$ cat src/rtl/tcm_pkg.sv
`default_nettype none
package tcm_pkg;

    localparam int MSG_CAP_DEF      = 32;
    localparam int NUM_TRIGGERS_DEF = 8;

    localparam int BYTE_W = 8;
    localparam int KIND_W = 2;
    localparam int MASK_W = 8;

    localparam logic [BYTE_W-1:0] TERM_RESET = 8'd10;

    typedef enum logic [KIND_W-1:0] {
        KIND_RX_BYTE   = 2'd0,
        KIND_LOAD_BYTE = 2'd1,
        KIND_CLR_TRIG  = 2'd2,
        KIND_CLR_MSG   = 2'd3
    } t_kind;

    // per-cycle commands broadcast from the controller to every cell
    typedef struct packed {
        logic              rx_byte;   // data byte compared at the receive position
        logic              rx_term;   // message closed, result taken this cycle
        logic              rx_ovf;    // data byte dropped, message overflowed
        logic              ld_wr;     // trigger byte written at the load position
        logic              ld_close;  // trigger closed by a terminator
        logic              clr_trig;  // whole trigger table cleared
        logic              clr_msg;   // message restarted without result
        logic [BYTE_W-1:0] data;
    } t_cell_ctrl;

endpackage
`default_nettype wire

$ cat src/rtl/tcm_cell.sv
`default_nettype none
module tcm_cell #(
    parameter int MSG_CAP  = tcm_pkg::MSG_CAP_DEF,
    parameter bit IS_FIRST = 1'b0
) (
    input  wire                            i_clk,
    input  wire                            i_rst_n,
    input  wire  tcm_pkg::t_cell_ctrl      i_ctrl,
    input  wire  [$clog2(MSG_CAP)-1:0]     i_rx_pos,
    input  wire  [$clog2(MSG_CAP)-1:0]     i_rd_addr,
    input  wire  [$clog2(MSG_CAP)-1:0]     i_load_pos,
    input  wire                            i_token,
    output logic                           o_armed,
    output logic                           o_hit
);

    localparam int LW = $clog2(MSG_CAP + 1);

    logic [tcm_pkg::BYTE_W-1:0] r_mem [MSG_CAP];
    logic [tcm_pkg::BYTE_W-1:0] r_rd;
    logic [LW-1:0]              r_len;
    logic [LW-1:0]              n_len;
    logic                       r_match;
    logic                       n_match;
    logic                       r_armed;
    logic                       n_armed;
    logic                       wr_en;
    logic [LW-1:0]              rx_pos_ext;
    logic [LW-1:0]              rx_next_ext;

    assign wr_en       = i_ctrl.ld_wr & r_armed;
    assign rx_pos_ext  = LW'(i_rx_pos);
    assign rx_next_ext = rx_pos_ext + LW'(1);

    // trigger bytes; read ahead at the next receive position, write-first
    always_ff @(posedge i_clk) begin
        if (wr_en) begin
            r_mem[i_load_pos] <= i_ctrl.data;
        end
        if (wr_en && (i_load_pos == i_rd_addr)) begin
            r_rd <= i_ctrl.data;
        end else begin
            r_rd <= r_mem[i_rd_addr];
        end
    end

    always_comb begin
        n_armed = r_armed;
        if (i_ctrl.clr_trig) begin
            n_armed = IS_FIRST;
        end else if (i_ctrl.ld_close && r_armed) begin
            n_armed = 1'b0;
        end else if (i_token) begin
            n_armed = 1'b1;
        end
    end

    always_comb begin
        n_len = r_len;
        if (i_ctrl.clr_trig) begin
            n_len = '0;
        end else if (i_ctrl.ld_close && r_armed) begin
            n_len = LW'(i_load_pos) + LW'(1);
        end
    end

    always_comb begin
        n_match = r_match;
        if (i_ctrl.clr_msg || i_ctrl.rx_term) begin
            n_match = 1'b1;
        end else if (i_ctrl.rx_ovf) begin
            n_match = 1'b0;
        end else if (i_ctrl.rx_byte) begin
            n_match = r_match & (rx_next_ext < r_len) & (r_rd == i_ctrl.data);
        end else if (i_ctrl.clr_trig) begin
            n_match = (i_rx_pos == '0);
        end else if (i_ctrl.ld_close && r_armed && (i_rx_pos != '0)) begin
            // a message already holding data cannot match a new trigger
            n_match = 1'b0;
        end
    end

    always_ff @(posedge i_clk) begin
        if (!i_rst_n) begin
            r_armed <= IS_FIRST;
            r_len   <= '0;
            r_match <= 1'b1;
        end else begin
            r_armed <= n_armed;
            r_len   <= n_len;
            r_match <= n_match;
        end
    end

    assign o_armed = r_armed;
    assign o_hit   = r_match & (rx_pos_ext < r_len);

endmodule
`default_nettype wire

$ cat src/rtl/terminated_command_matcher_core.sv
`default_nettype none
// Channel   | Direction | Signals                              | Contents (low bit up)
// s_axis    | in        | tvalid tready tdata[7:0] tuser[1:0]  | tdata: byte_value; tuser: kind
// m_axis    | out       | tvalid tready tdata[7:0] tuser[0:0]  | tdata: match_mask; tuser: overflow
// cfg       | in        | valid ready data[7:0]                | terminator byte
//
// One item is taken every cycle while s_axis tready is high; each cell compares its
// trigger byte against the incoming byte in the same cycle, read ahead from its own small memory.
// A terminator's result is registered; it shows on m_axis the cycle after the item if m_axis is free.
// Reset is synchronous and active low; the trigger bytes themselves are not cleared.
// The output holds a register and a skid entry; s_axis tready drops only when both wait.
module terminated_command_matcher_core #(
    parameter int MSG_CAP      = tcm_pkg::MSG_CAP_DEF,
    parameter int NUM_TRIGGERS = tcm_pkg::NUM_TRIGGERS_DEF
) (
    input  wire                               i_clk,
    input  wire                               i_rst_n,
    input  wire                               i_s_axis_tvalid,
    output logic                              o_s_axis_tready,
    input  wire  [tcm_pkg::BYTE_W-1:0]        i_s_axis_tdata,  // [7:0] byte_value
    input  wire  [tcm_pkg::KIND_W-1:0]        i_s_axis_tuser,  // [1:0] kind
    output logic                              o_m_axis_tvalid,
    input  wire                               i_m_axis_tready,
    output logic [tcm_pkg::MASK_W-1:0]        o_m_axis_tdata,  // [7:0] match_mask
    output logic [0:0]                        o_m_axis_tuser,  // [0] overflow
    input  wire                               i_cfg_valid,
    output logic                              o_cfg_ready,
    input  wire  [tcm_pkg::BYTE_W-1:0]        i_cfg_data
);

    localparam int PW = $clog2(MSG_CAP);
    localparam logic [PW-1:0] POS_LAST = PW'(MSG_CAP - 1);

    typedef logic [tcm_pkg::MASK_W:0] t_result;  // {overflow, match_mask}

    logic [tcm_pkg::BYTE_W-1:0] r_term;
    logic [PW-1:0]              r_rx_pos;
    logic [PW-1:0]              n_rx_pos;
    logic [PW-1:0]              r_load_pos;
    logic [PW-1:0]              n_load_pos;
    logic                       r_ovf_seen;
    logic                       n_ovf_seen;
    logic                       r_out_valid;
    logic                       r_skid_valid;
    t_result                    r_out;
    t_result                    r_skid;
    t_result                    res;

    tcm_pkg::t_kind             kind;
    tcm_pkg::t_cell_ctrl        ctrl;
    logic                       acc;
    logic                       is_term;
    logic                       table_full;
    logic                       push;
    logic                       pop;
    logic [NUM_TRIGGERS-1:0]    armed;
    logic [NUM_TRIGGERS-1:0]    hit;
    logic [tcm_pkg::MASK_W-1:0] mask;

    assign kind       = tcm_pkg::t_kind'(i_s_axis_tuser);
    assign acc        = i_s_axis_tvalid & o_s_axis_tready;
    assign is_term    = (i_s_axis_tdata == r_term);
    assign table_full = ~|armed;

    always_comb begin
        ctrl          = '0;
        ctrl.data     = i_s_axis_tdata;
        if (acc) begin
            case (kind)
                tcm_pkg::KIND_RX_BYTE: begin
                    ctrl.rx_term = is_term;
                    ctrl.rx_ovf  = !is_term && (r_rx_pos == POS_LAST);
                    ctrl.rx_byte = !is_term && (r_rx_pos != POS_LAST);
                end
                tcm_pkg::KIND_LOAD_BYTE: begin
                    ctrl.ld_close = !table_full && is_term;
                    ctrl.ld_wr    = !table_full && !is_term && (r_load_pos != POS_LAST);
                end
                tcm_pkg::KIND_CLR_TRIG: begin
                    ctrl.clr_trig = 1'b1;
                end
                tcm_pkg::KIND_CLR_MSG: begin
                    ctrl.clr_msg = 1'b1;
                end
                default: begin
                    ctrl.clr_msg = 1'b0;
                end
            endcase
        end
    end

    always_comb begin
        n_rx_pos   = r_rx_pos;
        n_ovf_seen = r_ovf_seen;
        if (ctrl.rx_term || ctrl.clr_msg) begin
            n_rx_pos   = '0;
            n_ovf_seen = 1'b0;
        end else if (ctrl.rx_ovf) begin
            n_ovf_seen = 1'b1;
        end else if (ctrl.rx_byte) begin
            n_rx_pos = r_rx_pos + PW'(1);
        end
    end

    always_comb begin
        n_load_pos = r_load_pos;
        if (ctrl.clr_trig || ctrl.ld_close) begin
            n_load_pos = '0;
        end else if (ctrl.ld_wr) begin
            n_load_pos = r_load_pos + PW'(1);
        end
    end

    // row of trigger cells; the load token moves to the right neighbor on close
    for (genvar g = 0; g < NUM_TRIGGERS; g++) begin : g_cell
        logic token;
        if (g == 0) begin : g_head
            assign token = 1'b0;
        end else begin : g_body
            assign token = armed[g-1] & ctrl.ld_close;
        end
        tcm_cell #(
            .MSG_CAP  (MSG_CAP),
            .IS_FIRST (g == 0)
        ) u_cell (
            .i_clk      (i_clk),
            .i_rst_n    (i_rst_n),
            .i_ctrl     (ctrl),
            .i_rx_pos   (r_rx_pos),
            .i_rd_addr  (n_rx_pos),
            .i_load_pos (r_load_pos),
            .i_token    (token),
            .o_armed    (armed[g]),
            .o_hit      (hit[g])
        );
    end

    for (genvar b = 0; b < tcm_pkg::MASK_W; b++) begin : g_mask
        if (b < NUM_TRIGGERS) begin : g_used
            assign mask[b] = hit[b];
        end else begin : g_pad
            assign mask[b] = 1'b0;
        end
    end

    assign res  = {r_ovf_seen, mask};
    assign push = ctrl.rx_term;
    assign pop  = r_out_valid & i_m_axis_tready;

    always_ff @(posedge i_clk) begin
        if (!i_rst_n) begin
            r_term       <= tcm_pkg::TERM_RESET;
            r_rx_pos     <= '0;
            r_load_pos   <= '0;
            r_ovf_seen   <= 1'b0;
            r_out_valid  <= 1'b0;
            r_skid_valid <= 1'b0;
        end else begin
            if (i_cfg_valid) begin
                r_term <= i_cfg_data;
            end
            r_rx_pos   <= n_rx_pos;
            r_load_pos <= n_load_pos;
            r_ovf_seen <= n_ovf_seen;
            if (pop) begin
                if (r_skid_valid) begin
                    r_skid_valid <= push;
                end else begin
                    r_out_valid <= push;
                end
            end else if (push) begin
                if (r_out_valid) begin
                    r_skid_valid <= 1'b1;
                end else begin
                    r_out_valid <= 1'b1;
                end
            end
        end
    end

    // result payload: a result enters the output or skid entry; the skid advances on an output pop
    always_ff @(posedge i_clk) begin
        if (pop && r_skid_valid) begin
            r_out <= r_skid;
        end else if (push && (!r_out_valid || pop)) begin
            r_out <= res;
        end
        if (push && (r_out_valid && !(pop && !r_skid_valid))) begin
            r_skid <= res;
        end
    end

    assign o_s_axis_tready = !r_skid_valid;
    assign o_m_axis_tvalid = r_out_valid;
    assign o_m_axis_tdata  = r_out[tcm_pkg::MASK_W-1:0];
    assign o_m_axis_tuser  = r_out[tcm_pkg::MASK_W];
    assign o_cfg_ready     = 1'b1;

endmodule
`default_nettype wire
$ cat config.mk
export PLATFORM = sky130hd
export DESIGN_NAME = terminated_command_matcher_core
export DESIGN_NICKNAME = d
export VERILOG_FILES = /design/src/rtl/tcm_pkg.sv /design/src/rtl/tcm_cell.sv /design/src/rtl/terminated_command_matcher_core.sv
export SDC_FILE = /design/constraint.sdc
export NUM_CORES = 2
export LEC_CHECK = 0
export BUFFER_PORTS_ARGS = -buffer_cell sky130_fd_sc_hd__clkbuf_2
export CORE_ASPECT_RATIO = 1.5
export CORE_MARGIN = 1
export CORE_UTILIZATION = 48
export CTS_BUF_LIST = sky130_fd_sc_hd__clkbuf_16
export DETAILED_ROUTE_END_ITERATION = 12
export GPL_ROUTABILITY_DRIVEN = 0
export PLACE_DENSITY_LB_ADDON = 0.1
export SYNTH_ARGS = -nofsm -noshare
export SYNTH_HDL_FRONTEND = slang
export SYNTH_HIERARCHICAL = 1
export SYNTH_SLANG_ARGS = --single-unit
$ cat constraint.sdc
create_clock -name i_clk -period 4.9 [get_ports i_clk]
set_clock_uncertainty 0.2 [all_clocks]
set_input_delay 0.49 -clock i_clk [delete_from_list [all_inputs] [get_ports i_clk]]
set_output_delay 0.49 -clock i_clk [all_outputs]
set_load 0.1 [all_outputs]
==> out/results.tsv <==
metric	value	unit
outcome	finished clean	
Layout area overhead	11.5	%
arrival time worst endpoint	4450	ps
Synth area leaders	edfxtp_1 69%, mux4_2 9.3%, mux2i_1 3.0%	
postcts setup bufs	0	
# rows	194	
Reg clk slew, reported paths	60	ps
switching power share of the total	20.5	%
share of cells above drive strength 1	18.1	%
cell taking the most area after synthesis	edfxtp_1	
setup TNS	0	ps
critical path's slowest cell	nor2_1	
Reg area	0.0646	sq mm
first-pass detailed-route iteration total	8	
YS warnings	6	
area of the multi-input gates	0.0236	sq mm
Final Cycle Share	85.5	%
post-place setup slack	375	ps
CP max FO	24	
Post-Syn Nets	5194	
core footprint	0.186	sq mm
RR Startpoint	r_term[1]$_SDFFE_PN1P_	
Yosys top cell area share	69.1	%
VDD IR max	0.324	mV
Slew @ Worst Pin	1230	ps
Cell Int Power	30200	uW
CTS root buffer	clkbuf_16	
CTS tree	built	
sequential area share after synthesis	71.9	%
hold_sp	i_cfg_valid	
# setup viols final	0	
Post-Syn Instances	5047	
Min Clock Period, post-route	4190	ps
total of max-cap violations	0	
mapped cell area	0.0897	sq mm
worst path required time	5160	ps
Static Leak	0.0308	uW
Switch Pwr	7780	uW
IO Port Bufs	33	
CP startpoint kind	input port	
DRT Wirelength	240000	microns
DR vias/cell	6.09	
CP Buf/Inv Count	4	
Overflow after GRT	0	
first-pass GRT wire length	349000	microns
Num CTS Buffers	202	
worst path cell trace	dlygate4sd3_1 > buf_8 > xnor2_1 > nand4_1 > or2_2 > nand2_1 > inv_1 > buf_12 > nand3_1 > nor2_1	
Post-DP Area	0.0931	sq mm
clk_lat worst skew	860	ps
top_reg_cell synth	edfxtp_1	
placed wire-length estimate	153000	microns
combinational share of power	3.5	%
crit-path leading delay family	simple AND/OR/NAND/NOR gates	
worst hold path class	input port to register	
largest net degree at the start of global routing	143	
RSZ-0062 raised after global routing	no	
DRT iter0 DRCs	4710	
Finished Cell Area	0.100	sq mm
number of top-level pins	35	
Slew HR	17.6	%
number of global-route vias before repair	48900	
DRC viols	0	
Final nets	5374	
CP startpoint	i_s_axis_tdata[1]	
sequential power share	54.1	%
EDFF count, synth	2066	
vertical die dimension	532	microns
count of pins over their slew limit	0	
htree depth	4	
most numerous cell in the Yosys netlist	edfxtp_1	
Clk pwr share	42.4	%
initial antenna violation count	7	
WS Path Type	input port to register	
Peak Freq	0.239	GHz
Final ANT Viol Nets	0	
CTS Sinks	2191	
max incr delay on CP	850	ps
Vias	47700	
CTS Buffer Depth	4	
FILL cells	14800	
final hold vios	0	
wire length per cell	30.6	microns
Crit. End Element	register	
Syn Area/Cell	17.8	sq um
Pwr Density	380	mW/mm^2
post_cts resized	0	
top post-synthesis cells by count	2066 x edfxtp_1, 450 x nor2_1, 372 x mux4_2, 270 x mux2i_1, 171 x nand2_1	
asr flop ratio synth	0	%
Starting Density	48.3	%
FF+latch count, synth	2191	
die extent in x	355	microns
All-Layer GR Usage	25.4	%
die area	0.189	sq mm
distinct cell type count after synthesis	80	
Final WS setup	711	ps
[stage by stage]
stage / instances / power [uW] / hold slack (ps) / utilization (%)
finish: 7838 / 38000 / 27.9 / 53.8
global route: 7838 / 39000 / 20.5 / 53.8
CTS: 7835 / 38300 / 1.07 / 53.8
detailed placement: 7450 / 22300 / 251 / 50.1
global placement: 7450 / 22300 / 247 / 50.1
floorplan: 5047 / 21600 / 225 / -
[timing repair]
action,CTS,global route
setup endpoints to repair,0,0
hold endpoints to repair,58,0
hold buffers,23,0
[tightest hold or removal path, stage by stage]
cell and delay (ps):
clkbuf_2 230, mux2i_1 180, nor2b_1 100
[power by group through the flow]
stage / Clock (uW) / Combinational, uW / Sequential [uW]
after detailed placement: 0 / 1330 / 21000
after global routing: 17000 / 1400 / 20600
final: 16100 / 1330 / 20600
after global placement: 0 / 1330 / 21000
after floorplan: 0 / 685 / 20900
after CTS: 16400 / 1350 / 20600
[cell families after synthesis]
kind of cell               synth area share, %
muxes                                     13.7
and+or+nand+nor                           5.87
xor gates and xnor gates                  1.15
buffers and inverters                     1.78
adders and majority gates                 1.73
AOI/OAI and AO/OA                         3.81
other                                  0.00837
DFF                                       71.9
[layout by cell type, fill, tap and decap left out, drive strengths merged, types with 56 or more instances in the layout]
cell type / count
ha: 124
nor2: 452
mux2i: 270
dfxtp: 125
edfxtp: 2066
nand2: 171
xor2: 62
a22oi: 65
mux2: 58
clkinv: 82
xnor2: 56
mux4: 394
nand3: 141
o21ai: 72
clkbuf: 232
inv: 135
buf: 146
[metal layers]
| metal | global-route usage (%) | wire (microns) |
|---|---|---|
| met5 | 0 | 17 |
| met4 | 8.67 | 8430 |
| met3 | 2.55 | 11500 |
| met2 | 45.1 | 127000 |
| met1 | 32.5 | 93300 |
[final cells by class]
cell class / count / share of cell area, %
Timing Repair Buffer: 194 / 1.66
Sequential cell: 2191 / 64.6
Multi-Input combinational cell: 2533 / 23.6
Clock buffer: 207 / 5.18
Inverter: 105 / 0.394
Clock inverter: 155 / 1.52
Tap cell: 2450 / 3.06
Antenna cell: 3 / 0.00750
[sequential cells by signal (all words and copies together) (netlist names), named ones only]
signal	count
g_cell.u_cell/o_armed	8
g_cell.u_cell/r_len	48
g_cell.u_cell/r_match	8
g_cell.u_cell/r_mem	2048
o_m_axis_tvalid	1
r_load_pos	5
r_out	9
r_ovf_seen	1
r_rx_pos	5
r_skid	9
r_skid_valid	1
r_term	8
[worst paths after layout]
check                                             to  slack [ps]  cells after the start
max          g_cell[0].u_cell/r_mem[28][0]$_DFFE_PP_         710                     10
min                           r_term[0]$_SDFFE_PN0P_          30                      3
max reg2reg  g_cell[0].u_cell/r_mem[28][0]$_DFFE_PP_         820                      8
min reg2reg   g_cell[1].u_cell/r_len[1]$_SDFFE_PP0P_         260                      2
Note: power is estimated with default switching activity, not from simulation.
